--- config.mk ---
export PLATFORM = sky130hd
export DESIGN_NAME = tpq_sqrt_pipe
export DESIGN_NICKNAME = d
export VERILOG_FILES = /design/src/rtl/core/triangle_plane_quadric_top_defines.svh /design/src/rtl/core/tpq_pkg.sv /design/src/rtl/core/tpq_sqrt_pipe.sv
export SDC_FILE = /design/constraint.sdc
export NUM_CORES = 2
export LEC_CHECK = 0
export ABC_AREA = 1
export ABC_CLOCK_PERIOD_IN_PS = 12200
export BUFFER_PORTS_ARGS = -buffer_cell sky130_fd_sc_hd__buf_2
export CAP_MARGIN = 30
export CORE_MARGIN = 1.5
export CORE_UTILIZATION = 40
export DETAILED_ROUTE_END_ITERATION = 12
export PLACE_DENSITY_LB_ADDON = 0.15
export SETUP_SLACK_MARGIN = 0.5
export SYNTH_ARGS = -nofsm -noshare
export SYNTH_HDL_FRONTEND = slang
export SYNTH_SLANG_ARGS = --single-unit
export TNS_END_PERCENT = 20
--- constraint.sdc ---
create_clock -name clk -period 12.2 [get_ports clk]
set_input_delay 2.44 -clock clk [delete_from_list [all_inputs] [get_ports clk]]
set_output_delay 2.44 -clock clk [all_outputs]
set_load 0.005 [all_outputs]
--- src/rtl/core/triangle_plane_quadric_top_defines.svh ---
// assertion macros shared by the rtl
`ifndef TRIANGLE_PLANE_QUADRIC_TOP_DEFINES_SVH
`define TRIANGLE_PLANE_QUADRIC_TOP_DEFINES_SVH

`ifndef ASSERT_OFF
`define TPQ_ASSERT(lbl, prop, msg) \
  lbl: assert property (@(posedge clk) disable iff (!rst_n) prop) else $error(msg);
`define TPQ_ASSERT_ALWAYS(lbl, prop, msg) \
  lbl: assert property (@(posedge clk) prop) else $error(msg);
`else
`define TPQ_ASSERT(lbl, prop, msg)
`define TPQ_ASSERT_ALWAYS(lbl, prop, msg)
`endif

`endif

--- src/rtl/core/tpq_pkg.sv ---
package tpq_pkg;

  localparam int COORD_W    = 32;
  localparam int DIFF_W     = 33;
  localparam int PROD_W     = 66;
  localparam int MAG_W      = 65;
  localparam int LEN_W      = 7;
  localparam int M_W        = 30;
  localparam int SQ_W       = 60;
  localparam int RAD_W      = 62;
  localparam int ROOT_W     = 31;
  localparam int SQRT_STEPS = 4;
  localparam int NUM_W      = 47;
  localparam int Q_W        = 17;
  localparam int DIV_STEPS  = 4;
  localparam int P_W        = 18;
  localparam int DP_W       = 50;
  localparam int DOT_W      = 52;
  localparam int PD_W       = 36;
  localparam int KF_W       = 72;
  localparam int COEF_W     = 48;
  localparam int K_W        = 64;
  localparam int LANES      = 3;
  localparam int ROWS       = 4;
  localparam int IN_DATA_W  = 288;
  localparam int OUT_DATA_W = 312;
  localparam int ROUND_HALF = 32768;

  typedef logic [1:0] row_t;
  localparam row_t ROW_FIRST = 2'd0;
  localparam row_t ROW_LAST  = 2'd3;

  typedef struct packed {
    logic                             degen;
    logic [ROWS-1:0][COEF_W-1:0]      coef;
    logic [ROWS-1:0][ROWS-1:0][K_W-1:0] quad;
  } tpq_row_set_t;

endpackage

--- src/rtl/core/tpq_sqrt_pipe.sv ---
module tpq_sqrt_pipe
  import tpq_pkg::*;
#(
  parameter int SIDE_W = 1
) (
  input  logic              clk,
  input  logic              rst_n,
  input  logic              en,
  input  logic              in_valid,
  input  logic [RAD_W-1:0]  in_rad,
  input  logic [SIDE_W-1:0] in_side,
  output logic              out_valid,
  output logic [ROOT_W-1:0] out_root,
  output logic [SIDE_W-1:0] out_side
);

  localparam int NST = (ROOT_W + SQRT_STEPS - 1) / SQRT_STEPS;

  logic [NST-1:0]    vld_r;
  logic [RAD_W-1:0]  rad_r  [NST];
  logic [RAD_W-1:0]  rad_nxt [NST];
  logic [ROOT_W+1:0] rem_r  [NST];
  logic [ROOT_W+1:0] rem_nxt [NST];
  logic [ROOT_W-1:0] root_r [NST];
  logic [ROOT_W-1:0] root_nxt [NST];
  logic [SIDE_W-1:0] side_r [NST];

  for (genvar g = 0; g < NST; g++) begin : g_stage
    localparam int PREV = (g == 0) ? 0 : g - 1;

    always_comb begin
      logic [RAD_W-1:0]  rad;
      logic [ROOT_W+1:0] rem;
      logic [ROOT_W+1:0] trial;
      logic [ROOT_W+1:0] t;
      logic [ROOT_W-1:0] root;
      if (g == 0) begin
        rad  = in_rad;
        rem  = '0;
        root = '0;
      end else begin
        rad  = rad_r[PREV];
        rem  = rem_r[PREV];
        root = root_r[PREV];
      end
      for (int j = 0; j < SQRT_STEPS; j++) begin
        if (g * SQRT_STEPS + j < ROOT_W) begin
          // two radicand bits per step, trial is compared against 4*root+1
          trial = {rem[ROOT_W-1:0], rad[RAD_W-1 -: 2]};
          t     = {root, 2'b01};
          rad   = rad << 2;
          if (trial >= t) begin
            rem  = trial - t;
            root = {root[ROOT_W-2:0], 1'b1};
          end else begin
            rem  = trial;
            root = {root[ROOT_W-2:0], 1'b0};
          end
        end
      end
      rad_nxt[g]  = rad;
      rem_nxt[g]  = rem;
      root_nxt[g] = root;
    end

    always_ff @(posedge clk) begin
      if (en) begin
        rad_r[g]  <= rad_nxt[g];
        rem_r[g]  <= rem_nxt[g];
        root_r[g] <= root_nxt[g];
        side_r[g] <= (g == 0) ? in_side : side_r[(g == 0) ? 0 : g-1];
      end
    end
  end

  always_ff @(posedge clk) begin
    if (!rst_n) begin
      vld_r <= '0;
    end else if (en) begin
      vld_r <= {vld_r[NST-2:0], in_valid};
    end
  end

  assign out_valid = vld_r[NST-1];
  assign out_root  = root_r[NST-1];
  assign out_side  = side_r[NST-1];

endmodule

# After elaboration in Yosys (flattened, before gate mapping)
# Memory sizes are Yosys's and may differ from the RTL's.
# Index checks and enable logic that the tools add are counted.
dict set report classes {
  addsub 31
  order_cmp 31
  n_mux 64
}
# op n
set ops {}
lappend ops {{>= comparator 33 bit} 27}
lappend ops {{two-way mux 31 bit} 23}
lappend ops {{subtractor 31 bit} 20}
lappend ops {{two-way mux 33 bit} 8}
lappend ops {{subtractor 33 bit} 7}
lappend ops {{>= comparator 33 x 3 -> 1 bit} 1}
lappend ops {{>= comparator 33 x 4 -> 1 bit} 1}
lappend ops {{>= comparator 33 x 5 -> 1 bit} 1}
lappend ops {{two-way mux 1 bit} 33}
lappend ops {{subtractor 33 x 5 -> 33 bit} 1}
lappend ops {{subtractor 31 x 3 -> 31 bit} 1}
lappend ops {{subtractor 31 x 4 -> 31 bit} 1}
lappend ops {{subtractor 2 x 1 -> 3 bit, second input constant} 1}
lappend ops {{>= comparator 2 x 1 -> 1 bit, second input constant} 1}
dict set report word_totals {
  register_bits 8
  ram_bits 968
  inputBits 67
  wordCells 131
  mem_count 4
}
# name words width rd rd_clocked_by_memory_dff wr line
set memory_table {}
lappend memory_table {rad_r 8 56 7 0 8 tpq_sqrt_pipe.sv:20} ;# logic [RAD_W-1:0] rad_r [NST];
lappend memory_table {rem_r 8 33 7 0 8 tpq_sqrt_pipe.sv:22} ;# logic [ROOT_W+1:0] rem_r [NST];
lappend memory_table {root_r 8 31 8 0 8 tpq_sqrt_pipe.sv:24} ;# logic [ROOT_W-1:0] root_r [NST];
lappend memory_table {side_r 8 1 8 0 8 tpq_sqrt_pipe.sv:26} ;# logic [SIDE_W-1:0] side_r [NST];

# Longest topological paths before layout
# An unclocked memory read counts as a cell.
dict set report logic_depth {
  ltp_word 9
  mapped_depth 66
  depth_no_buf 58
}

# Least setup slack after synthesis
# OpenSTA, ideal clock, no wires.
dict set report synth_path {
  kind {register to register}
  startpoint {mem root_r[3][2] (netlist: root_r[0][95])}
  endpoint {mem rem_r[4][24] (netlist bit), data pin}
  setup_time_ns 0.254
  arrival_time_ns 8.247
  required_time_ns 11.946
  slack_ns 3.699
  stages_incl_launch_ff 61
  cell_sequence {edfxtp_1 inv_1 ha_1 nand2_1 nand2_1 o21bai_1 nand2_1 nand3_1 nand2_1 nand2_1 nand2_1 nand2_4 inv_1 clkbuf_1 clkbuf_1 nand2_1 o21ai_0 ha_1 (+25 left out) buf_6 buf_4 inv_1 clkbuf_1 nand2_1 o21ai_0 ha_1 a21oi_1 inv_1 a21oi_1 o221ai_1 a31oi_1 nand2_1 nor2_4 nand3_2 buf_4 nand3_1 nand2_1}
}
# item line
set synth_lines {}
lappend synth_lines {{start: declaration} tpq_sqrt_pipe.sv:24}
lappend synth_lines {{end: declaration} tpq_sqrt_pipe.sv:22}

==> reports/metrics.yaml <==
gp_congestion: 1.00
dp_slack_ns: 1.02
syn_avg_cell_area_um2: 6.42
grtUsageTotal: 0.292
fin_skew_ns: 0.0494
drive_above_1_share: 0.0666
met3_length_um: 12700
yosysTopAreaCellShare: 0.254
drt-total-wl_um: 260000
start_kind: "flip-flop"
ctsResizeCount: 0
max_slew_margin: 0.354
start_util: 0.403
crit_top_cell: "nand2_1"
synth-seq-cells: 586
vias: 70231
tightest_slew_ns: 0.959
cts.sinks: 586
finalSetupViolations: 0
seq_area_frac_synth: 0.257
drv_cap: 0
cp.arrival_ns: 11.67
ant_nets: 0
critical-path-max-stage-delay_ns: 0.76
area_delta_synth_final_pct: 8.96
cts_tree: "done"
hold_depth: 0
met2WireLength_um: 119000
synth_cells: 10623
top_layer: "met5"
yosys_warnings: 0
cp_slowest_cell: "o21ai_0"
fill_cells: 18051
cts_made_buffers: 77
grt_pass1_vias: 66197
antenna_found_initial: 4
crit_fanout: 39
fin_crit_sh: 0.919
grt_overflow: 0
cts_hold_repair.buffers: 0
drt_iter0_drc: 6350
wl_met1_um: 118000
grt_pass1_wl_um: 393000
hold-path-endpoint: "rad_r[2][54]"
period_minus_slack_ns: 11.21
design.portCount: 100
core_mm2: 0.169
postCtsSetupBuffers: 0
rr_startpoint: "root_r[1][0]"
crit_required_ns: 12.66
dp_hpwl_um: 218000
tns_ns: 0
worstSetupEndpointType: "flip-flop"
path_clk_slew_ns: 0.06
worstReg2RegEnd: "rem_r[5][19]"
ys_types: 73
htreeDepth: 3
r2r_cells: 46
synth_area_leaders: "edfxtp_1 25%, nand2_1 18%, ha_1 9.7%, inv_1 7.6%, nor2_1 6.7%"
synth-edff-count: 578
cts-root-buf: "clkbuf_16"
drt_first_pass_iters: 6
hp-start: "rad_r[1][46]"
port_buffers: 99
viasPerCell: 5.37
hold_violations: 0
synthArstFlopShare: 0
status: "finished clean"
finalWorstSetupSlack_ns: 0.989
hold_class: "flip-flop to flip-flop"
maxSlewViolCount: 0
grt_max_degree: 161
fmax_mhz: 89.2
wire_per_inst_um: 19.9
yosys.area.top_type: "edfxtp_1"
placementRows: 151
rsz0062_at_grt: "true"
worstSetupPathType: "flip-flop to flip-flop"
drc: 0
die_w_um: 416
netlist_area_mm2: 0.0682
synthFlopType: "edfxtp_1"
clkLatencyLatePin_ns: 0.73
rrSetupSlack_ns: 0.99
die_h_um: 416
dieArea_mm2: 0.173
final_nets: 11395
clockBufferDepth: 3
[placed cells by master (no fill, tap or decap), drive strengths merged, types with 38 or more instances in the layout]
master	netlist	final
a21oi	657	657
clkinv	10	38
nand3b	72	72
inv	1468	1475
buf	70	225
nor2	1309	1309
ha	527	527
a31oi	40	40
nand3	740	740
xnor2	253	253
clkbuf	59	88
nand4	190	190
nor3	139	139
o21ai	719	719
nand2	3308	3308
xor2	222	222
edfxtp	578	578
[worst max-delay path by stage]
stage,slack [ns],cells past startpoint,startpoint,to
2_1_floorplan,3.70,60,root_r[0][95],rem_r[4][24]
3_3_place_gp,0.63,43,root_r[0][107],rem_r[4][2]
4_1_cts,0.92,44,root_r[0][107],rem_r[4][2]
5_1_grt,0.48,54,root_r[0][107],rem_r[4][15]
6_report,0.99,46,root_r[1][0],rem_r[5][19]
3_5_place_dp,1.02,44,root_r[0][107],rem_r[4][2]
[area by class of cell]
type	count	area, um2	share of cell area
antenna	3	7.51	0.000101
clock buffer	88	1970	0.0265
clock inverter	55	567	0.00762
inverter	1478	5560	0.0748
multi-input combinational	8433	44300	0.597
sequential	586	17500	0.236
tap	2218	2780	0.0373
timing repair buffer	225	1600	0.0215
[cell usage after synthesis (17+ instances only)]
cell type  instances
nand2_1         3198
inv_1           1388
nor2_1          1225
nand3_1          691
a21oi_1          650
o21ai_0          643
edfxtp_1         578
ha_1             527
xnor2_1          253
xor2_1           222
nand4_1          190
nor3_1           130
nand2_2           94
inv_2             77
nand3b_1          71
nor2_2            62
o21ai_1           62
clkbuf_1          59
nand3_2           47
a31oi_1           40
o21a_1            37
o21bai_1          35
buf_6             30
a21o_1            22
o211ai_1          21
nor2_4            20
nor4_1            20
and2_1            17
buf_4             17
[worst max-delay path: cells and delay by family (launching register included)]
family | cells | cell delay, ns
xor gates and xnor gates | 1 | 0.08
adders and majority gates | 4 | 1.58
AOI/OAI and AO/OA | 6 | 2.78
buffers and inverters | 7 | 1.74
DFF | 1 | 0.59
and+or+nand+nor | 28 | 4.15
[cells by family (layout without fill, tap and decap cells)]
logic type	after synthesis	after routing	synth area share
xor gates and xnor gates	475	475	0.0610
adders and majority gates	527	527	0.0966
AOI/OAI and AO/OA	1588	1588	0.126
DFF	586	586	0.257
and+or+nand+nor	5836	5836	0.366
muxes	3	3	0.000440
other	1	7	0.0000550
buffers and inverters	1607	1846	0.0936
[sequential cells by signal (all words and copies together), names as in the netlist]
signal,count
root_r,143
rad_r,210
rem_r,217
vld_r,8
side_r,8
[layer usage]
layer  track usage  vias to the layer above
met5             0                        -
met4        0.0993                        2
met3        0.0248                      383
met2         0.488                     2073
met1         0.395                    32558
li1              -                    35215
[stage by stage]
stage	util	hold WS (ns)	cells	area (um2)
global route	0.439	0.418	13083	74300
CTS	0.439	0.415	13083	74300
global placement	0.423	0.401	12937	71700
floorplan	-	0.400	10626	68200
detailed placement	0.424	0.405	12940	71800
finish	0.439	0.402	13086	74300
Power is left out: the tool's default activity adds up to more than one toggle a clock period on the data nets, which glitch-free logic cannot reach.
