**src/rtl/core/triangle_plane_quadric_top_defines.svh**
```systemverilog
// assertion macros shared by the rtl
`ifndef TRIANGLE_PLANE_QUADRIC_TOP_DEFINES_SVH
`define TRIANGLE_PLANE_QUADRIC_TOP_DEFINES_SVH

`ifndef ASSERT_OFF
`define TPQ_ASSERT(lbl, prop, msg) \
  lbl: assert property (@(posedge clk) disable iff (!rst_n) prop) else $error(msg);
`define TPQ_ASSERT_ALWAYS(lbl, prop, msg) \
  lbl: assert property (@(posedge clk) prop) else $error(msg);
`else
`define TPQ_ASSERT(lbl, prop, msg)
`define TPQ_ASSERT_ALWAYS(lbl, prop, msg)
`endif

`endif

```
**src/rtl/core/tpq_pkg.sv**
```systemverilog
package tpq_pkg;

  localparam int COORD_W    = 32;
  localparam int DIFF_W     = 33;
  localparam int PROD_W     = 66;
  localparam int MAG_W      = 65;
  localparam int LEN_W      = 7;
  localparam int M_W        = 30;
  localparam int SQ_W       = 60;
  localparam int RAD_W      = 62;
  localparam int ROOT_W     = 31;
  localparam int SQRT_STEPS = 4;
  localparam int NUM_W      = 47;
  localparam int Q_W        = 17;
  localparam int DIV_STEPS  = 4;
  localparam int P_W        = 18;
  localparam int DP_W       = 50;
  localparam int DOT_W      = 52;
  localparam int PD_W       = 36;
  localparam int KF_W       = 72;
  localparam int COEF_W     = 48;
  localparam int K_W        = 64;
  localparam int LANES      = 3;
  localparam int ROWS       = 4;
  localparam int IN_DATA_W  = 288;
  localparam int OUT_DATA_W = 312;
  localparam int ROUND_HALF = 32768;

  typedef logic [1:0] row_t;
  localparam row_t ROW_FIRST = 2'd0;
  localparam row_t ROW_LAST  = 2'd3;

  typedef struct packed {
    logic                             degen;
    logic [ROWS-1:0][COEF_W-1:0]      coef;
    logic [ROWS-1:0][ROWS-1:0][K_W-1:0] quad;
  } tpq_row_set_t;

endpackage

```
**src/rtl/core/tpq_emit.sv**
```systemverilog
module tpq_emit
  import tpq_pkg::*;
(
  input  logic                  clk,
  input  logic                  rst_n,
  input  logic                  load_valid,
  input  tpq_row_set_t          load_set,
  output logic                  can_load,
  output logic                  out_tvalid,
  input  logic                  out_tready,
  output logic [OUT_DATA_W-1:0] out_tdata,
  output logic [0:0]            out_tuser,
  output logic                  out_tlast
);

  logic         busy_r, busy_nxt;
  row_t         row_r, row_nxt;
  tpq_row_set_t set_r;
  logic         fire;

  assign fire     = busy_r && out_tready;
  assign can_load = !busy_r || (fire && row_r == ROW_LAST);

  always_comb begin
    busy_nxt = busy_r;
    row_nxt  = row_r;
    if (fire) begin
      row_nxt = row_r + 2'd1;
      if (row_r == ROW_LAST) begin
        busy_nxt = 1'b0;
      end
    end
    if (load_valid && can_load) begin
      busy_nxt = 1'b1;
      row_nxt  = ROW_FIRST;
    end
  end

  always_ff @(posedge clk) begin
    if (!rst_n) begin
      busy_r <= 1'b0;
      row_r  <= ROW_FIRST;
    end else begin
      busy_r <= busy_nxt;
      row_r  <= row_nxt;
    end
  end

  always_ff @(posedge clk) begin
    if (load_valid && can_load) begin
      set_r <= load_set;
    end
  end

  assign out_tvalid = busy_r;
  assign out_tlast  = (row_r == ROW_LAST);
  assign out_tuser  = set_r.degen;
  assign out_tdata  = {6'b0, set_r.quad[row_r][3], set_r.quad[row_r][2],
                       set_r.quad[row_r][1], set_r.quad[row_r][0],
                       set_r.coef[row_r], row_r};

endmodule

```
**config.mk**
```make
export PLATFORM = sky130hd
export DESIGN_NAME = tpq_emit
export DESIGN_NICKNAME = d
export VERILOG_FILES = /design/src/rtl/core/triangle_plane_quadric_top_defines.svh /design/src/rtl/core/tpq_pkg.sv /design/src/rtl/core/tpq_emit.sv
export SDC_FILE = /design/constraint.sdc
export NUM_CORES = 1
export LEC_CHECK = 0
export BUFFER_PORTS_ARGS = -buffer_cell sky130_fd_sc_hd__buf_2
export CORE_AREA = 2 2 602 604
export CTS_CLUSTER_SIZE = 30
export DETAILED_ROUTE_END_ITERATION = 7
export DIE_AREA = 0 0 604 606
export GPL_ROUTABILITY_DRIVEN = 0
export PLACE_DENSITY = 0.3
export SYNTH_ARGS = -nofsm -noshare
export SYNTH_HDL_FRONTEND = slang
export SYNTH_SLANG_ARGS = --single-unit
```
**constraint.sdc**
```tcl
create_clock -name clk -period 53.7 [get_ports clk]
set_input_delay 10.74 -clock clk [delete_from_list [all_inputs] [get_ports clk]]
set_output_delay 10.74 -clock clk [all_outputs]
set_load 0.02 [all_outputs]
```
# Yosys cells after proc, flatten, opt, wreduce, memory -nomap -nowiden
# Index checks and enable logic that the tools add are counted.
# W data, S select, Z words.
[word_totals]
regBits = 1220
in_bits = 1221
out_inout_bits = 316
word_cells = 43
[op_classes]
add_sub_neg = 1
n_lt_le_gt_ge = 1
eq_ne = 1
n_mux = 7
bitwise = 1
reduce_logical = 9
[op_table]
columns = ["operator", "count"]
rows = [
  ["$bmux W256 S2", 1],
  ["$mux W256", 1],
  ["$bmux W48 S2", 1],
  ["$mux W48", 1],
  ["$reduce_bool A2 Y1", 2],
  ["$logic_and A1 B1 Y1", 3],
  ["$lt A2 B3 Y1 const B", 1],
  ["$mux W1", 3],
  ["$add A2 B1 Y2 const B", 1],
  ["$eq A2 B2 Y1 const B", 1],
  ["$reduce_and A2 Y1", 1],
  ["$reduce_or A2 Y1", 1],
  ["$logic_not A1 Y1", 1],
  ["$logic_or A1 B1 Y1", 1],
  ["$not A1 Y1", 1],
]

# Depth between registers and ports, before layout
# Gate-level depths: netlist of the first run.
[logic_depth]
ltp_word = 6
mapped_depth = 4
ltp_nobuf = 3

# Least setup slack after synthesis of the first run
# OpenSTA, ideal clock, no wires.
[synth_path]
path_kind = "input port to flip-flop"
from = "input out_tready"
to = "register set_r, in the netlist out_tuser (enable)"
setup_time_ns = 1.757
t_arrival_ns = 38.436
required_time_ns = 51.943
path_slack_ns = 13.507
cell_stages = 2
path_cell_list = "a21bo_2 > and2_1"
[synth_via]
elab_chain_len = 4
[synth_lines]
columns = ["element", "line", "text"]
rows = [
  ["from (decl)", "tpq_emit.sv:10", "input logic out_tready,"],
  ["$logic_and A1 B1 Y1", "tpq_emit.sv:21", "assign fire = busy_r && out_tready;"],
  ["$logic_and A1 B1 Y1", "tpq_emit.sv:22", "assign can_load = !busy_r || (fire && row_r == ROW_LAST);"],
  ["$logic_or A1 B1 Y1", "tpq_emit.sv:22", ""],
  ["$logic_and A1 B1 Y1", "tpq_emit.sv:50", "if (load_valid && can_load) begin"],
  ["to (signal assigned)", "tpq_emit.sv:51", "set_r <= load_set;"],
  ["to (decl)", "tpq_emit.sv:18", "tpq_row_set_t set_r;"],
]
# Every way passes these cells.
# A chain may end at the register's enable or synchronous reset.

# Worst setup path after layout of the first run
[layout_path]
from = "input out_tready"
to = "output can_load"
[layout_via]
elab_chain_len = 3
[layout_lines]
columns = ["element", "line", "text"]
rows = [
  ["$logic_and A1 B1 Y1", "tpq_emit.sv:21", ""],
  ["$logic_and A1 B1 Y1", "tpq_emit.sv:22", ""],
  ["$logic_or A1 B1 Y1", "tpq_emit.sv:22", ""],
  ["to (decl)", "tpq_emit.sv:8", "output logic can_load,"],
]
# Every way passes these cells.

==> flow_metrics.tcl, run 1 <==
set metrics [dict create \
    numClockSinks 1220 \
    grt_pass1_wl_mm 300 \
    yosys_warnings 0 \
    cts_tree "done" \
    grt_max_degree 156 \
    cts_root_buf "clkbuf_16" \
    synth_top_cell_area_share_pct 82.9 \
    synthTopCellsByCount "1217 x edfxtp_1, 304 x mux4_2, 32 x buf_2, 28 x buf_6" \
    skew_ns 0.0589 \
    cts_buffer_depth 4 \
    numCtsBuffers 162 \
    syn2layout_area_growth_pct 42.0 \
    route.detailed.drc 0 \
    multi_input_area_um2 6960 \
    setup_violations 0 \
    use_met2_pct 21.8 \
    clock.fmax_ghz 0.0451 \
    io_pins 1537 \
    final_cells 8228 \
    period_minus_slack_ns 22.19 \
    rows 221 \
    drtIter0Drc 2171 \
    critPathMaxFanout 5 \
    synth_edf_count 1217 \
    slowest_delay_ns 0.29 \
    fin_nets 4489 \
    ir_drop_uv 23.2 \
    post_drt_wl_per_cell_um 29.6 \
    drv_cap 0 \
    viasPerCell 3.17 \
    syn-mean-instance-area_um2 27.4 \
    timing.critical_path.mode_cell "buf_2" \
    busiest_layer "met2" \
    ys.flop_type "edfxtp_1" \
    crit_path_end_kind "output port" \
    initial_core_util_pct 12.2 \
    timing.setup.tns_ns 0 \
    crit_chain "buf_2 > a21bo_2 > buf_2" \
    use_met3_pct 5.09 \
    firstDrtPassIters 5 \
    die_h_um 606 \
    path_clk_slew_ns 0.06 \
    cts_hold_buf 0 \
    worst_setup_path_start_kind "input pin" \
    final_layout_size_suffix_gt1_share_pct 61.3 \
    synth.most_common_cell "edfxtp_1" \
    ff_latch_area_um2 36600 \
    yosysUniqueCellTypes 16 \
    ys_ff_latch 1220 \
    whs_ns 0.572 \
    total_power_mw 2.38 \
    grt_antenna_before_repair 324 \
    slew_headroom_pct 26.5 \
    synth_cells 1611 \
    h-tree-depth 4 \
    ys_seq_area_share_pct 83.0 \
    grt_util_all_layers_pct 12.7 \
    hpwlAfterDp_mm 198 \
    clk_latency_ns 0.85 \
    syn_area_um2 44100 \
    finalCritPeriodShare_pct 41.3 \
    die_w_um 604 \
    critPathKind "input pin to output port" \
    rsz0062_at_grt "no" \
    p_leak_nw 21.8 \
    cts_setup_buffers 0 \
    cp_slowest_cell "buf_2" \
    hold_viol_final 0 \
    use_met1_pct 14.9 \
    status "completed" \
    postRouteAntennaNets 0 \
    totalWireLength_mm 243 \
    grt_pass1_vias 26800 \
    worstMarginPinSlew_ns 1.10 \
    design.core.area_um2 360000 \
    critPathRequiredTime_ns 42.96 \
    vias 26100 \
    dp.cells 7897 \
    worstHoldPathType "flop to flop" \
    io_buffers 1530 \
    cts-resized-gates 0 \
    netlist_top_cells_area "edfxtp_1 83%, mux4_2 16%, buf_6 0.71%, buf_2 0.36%, dfxtp_1 0.14%" \
    synth-async-reset-ratio_pct 0 \
    pwr_density_cell_nw_per_um2 38.0 \
    grt_overflow_total 0 \
    synth_top_area_cell "edfxtp_1" \
    final_max_slew_viol_count 0 \
    die_area_um2 366000 \
    worstPathArrival_ns 11.45 \
    nFillCells 39100 \
]
worst paths after layout:
kind,slack [ns],endpoint,cells past startpoint,startpoint
setup reg to reg,46.21,set_r[201],9,row_r[1]
hold / removal,0.57,row_r[1],2,out_tvalid
hold reg to reg,0.57,row_r[1],2,out_tvalid
setup / recovery,31.51,can_load,3,out_tready
cell usage in the layout, fill, tap and decap left out, types with 2 or more instances in the layout:
cell type	count
conb_1	6
buf_2	1530
edfxtp_1	1217
a21bo_2	3
diode_2	51
clkbuf_1	35
inv_1	2
clkinv_8	2
clkbuf_16	163
clkinv_1	43
clkinv_2	11
dfxtp_4	2
clkinvlp_4	4
mux4_2	304
inv_6	4
inv_16	2
bufinv_16	12
a221oi_1	2
buf_4	25
buf_12	6
clkinv_4	4
kinds of logic (layout without fill, tap and decap cells):
family          Yosys count  in the layout  synth area share (%)
fa+ha+maj                 1              1                0.0284
mux                     304            304                  15.5
compound gates            6              6                 0.119
simple gates              3              3                0.0426
other cells               1             57               0.00850
buf+inv                  76           1843                  1.27
flops                  1220           1220                  83.0
state kept, by name (all words and copies together) (netlist names):
signal	cells
out_tuser	1
out_tvalid	1
row_r	2
set_r	1216
through the flow:
| step | util [%] | setup WS, ns | cell area (um^2) |
|---|---|---|---|
| after floorplan | - | 13.51 | 44100 |
| after global placement | 16.0 | 31.49 | 57500 |
| after detailed placement | 16.0 | 31.48 | 57500 |
| after CTS | 17.3 | 31.48 | 62500 |
| after global routing | 17.4 | 31.47 | 62500 |
| final | 17.4 | 31.51 | 62600 |
final cells by class:
type,instances,share of cell area [%]
well taps,4794,9.58
inverters,2,0.0120
multi-input cells,320,11.1
repair buffers,1561,12.7
clock inverters,82,1.20
clock buffers,198,6.72
flip-flops and latches,1220,58.5
diodes,51,0.204
power by group:
group / leakage (nW) / internal, mW / total (mW) / switching (mW)
Sequential: 11.6 / 1.11 / 1.13 / 0.0202
Combinational: 7.81 / 0.0706 / 0.192 / 0.121
Clock: 2.40 / 0.613 / 1.05 / 0.441
Total: 21.8 / 1.80 / 2.38 / 0.583
routing by layer:
layer | wire (um) | share of wire [%]
met5 | 690 | 0.28
met2 | 119000 | 49
met1 | 93000 | 38
met3 | 24000 | 9.9
met4 | 6310 | 2.6
critical path: cells and delay by family:
| kind | cells | cell delay, ns |
|---|---|---|
| AOI/OAI and AO/OA | 1 | 0.26 |
| buffers and inverters | 2 | 0.44 |
No activity file was read; power rests on OpenSTA's default activity.
==> inputs of run 2 (changes only) <==
Settings changed: CORE_AREA 2 2 602 604 to 2 2 603 605, DIE_AREA 0 0 604 606 to 0 0 605 607.
Clock period 53.7 ns to 18.6 ns, I/O delays scaled along.
==> run 2 against run 1 <==
  * Clock-buffer cell count unchanged
  * First-iteration DRC count down 1.0%
  * Total power rose to 2.9 times the previous value
  * Clock power rose to 3.0 times the previous value
  * Combinational power rose to 2.8 times the previous value
  * Via count up 2.3%
  * Highest routed layer unchanged
==> flow_metrics.tcl, run 2 (synthesis results as in run 1) <==
set metrics [dict create \
    grt_max_degree 154 \
    grt_antenna_before_repair 351 \
    timing.setup.tns_ns 0 \
    io_buffers 1530 \
    critPathRequiredTime_ns 14.88 \
    io_pins 1537 \
    vias 26700 \
    layout_commonest_cell "buf_2" \
    rows 221 \
    firstDrtPassIters 8 \
    largest_reg_flops 1216 \
    die_w_um 605 \
    numClockSinks 1220 \
    period_minus_slack_ns 8.69 \
    regMostFlops "set_r" \
    die_h_um 607 \
    finalCritPeriodShare_pct 46.7 \
    cts_tree "done" \
    clk_latency_ns 0.82 \
    syn2layout_area_growth_pct 42.3 \
    final_max_slew_viol_count 0 \
    postRouteAntennaNets 0 \
    cts_hold_buf 0 \
    hold_viol_final 0 \
    worstHoldPathType "flop to flop" \
    critPathMaxFanout 44 \
    clock.fmax_ghz 0.115 \
    final_cell_mix "1530 x buf_2, 1217 x edfxtp_1, 304 x mux4_2, 166 x clkbuf_16" \
    nFillCells 39100 \
    cts_buffer_depth 4 \
    fin_nets 4491 \
    h-tree-depth 4 \
    cts_setup_buffers 0 \
    crit_path_end_kind "output port" \
    dp.cells 7896 \
    path_clk_slew_ns 0.06 \
    design.core.area_um2 361000 \
    cts-resized-gates 0 \
    skew_ns 0.0416 \
    status "completed" \
    die_area_um2 367000 \
    final_layout_size_suffix_gt1_share_pct 61.8 \
    viasPerCell 3.24 \
    drtIter0Drc 2149 \
    route.detailed.drc 0 \
    rsz0062_at_grt "no" \
    drv_cap 0 \
    hpwlAfterDp_mm 215 \
    worstPathArrival_ns 4.97 \
    worstMarginPinSlew_ns 1.17 \
    pwr_density_cell_nw_per_um2 111 \
    final_cells 8239 \
    grt_pass1_wl_mm 321 \
    critPathKind "flop to output port" \
    post_drt_wl_per_cell_um 31.9 \
    numCtsBuffers 165 \
    reg.largest.list "set_r (1216), row_r (2)" \
    worst_setup_path_start_kind "flop" \
    grt_overflow_total 0 \
    totalWireLength_mm 263 \
    cts_root_buf "clkbuf_16" \
    ir_drop_uv 76.0 \
    setup_violations 0 \
    slew_headroom_pct 22.3 \
    grt_util_all_layers_pct 13.7 \
    p_leak_nw 21.9 \
    initial_core_util_pct 12.2 \
    grt_pass1_vias 27400 \
]
## run 2: cell types whose count changed in the layout (fill, tap and decap cells not counted), sizes merged
cell | before | now
clkinvlp | 4 | 6
clkinv | 60 | 65
diode | 51 | 52
bufinv | 12 | 11
inv | 8 | 13
buf | 1561 | 1560
## run 2: power breakdown
group | total [mW] | switching [mW] | internal (mW)
logic | 0.546 | 0.342 | 0.204
clock network | 3.12 | 1.32 | 1.79
registers | 3.30 | 0.0878 | 3.22
total | 6.97 | 1.75 | 5.22
## run 2: worst max-delay path: stages, from the launching register on
cell and delay (ns):
dfxtp_4 0.87, buf_4 0.71, buf_4 0.71, buf_4 0.83, mux4_2 0.68, buf_2 0.20
## run 2: final timing paths
kind                                  from  slack (ns)  cells past startpoint              to
worst min register to register  out_tvalid        0.57                      2        row_r[1]
worst max-delay path              row_r[0]        9.91                      5  out_tdata[194]
worst max register to register    row_r[0]       13.10                      7      set_r[139]
worst min-delay path            out_tvalid        0.57                      2        row_r[1]
## run 2: layer usage
metal / track usage (%) / vias up / share of wire [%]
met5: 0 / - / 0.19
met4: 3.33 / 84 / 2.8
met3: 4.90 / 680 / 9.3
met2: 23.0 / 1695 / 48
met1: 16.7 / 13700 / 39
li1: - / 10500 / -
## run 2: layout make-up
cell class	count	area [um^2]	area share, %
flip-flops and latches	1220	36600	58.3
repair buffers	1560	7960	12.7
multi-input cells	320	6960	11.1
well taps	4794	6000	9.56
clock buffers	198	4270	6.81
clock inverters	93	832	1.33
diodes	52	130	0.207
inverters	2	7.51	0.0120
## run 2: through the flow
stage	hold slack (ns)	setup WS, ns	total power [mW]	area [um^2]	utilization, %
global route	0.622	9.34	7.24	62700	17.4
CTS	0.577	9.48	7.14	62600	17.4
detailed placement	0.562	10.26	3.93	57500	15.9
global placement	0.571	10.38	3.93	57500	15.9
floorplan	0.608	5.75	3.57	44100	-
finish	0.567	9.91	6.97	62800	17.4
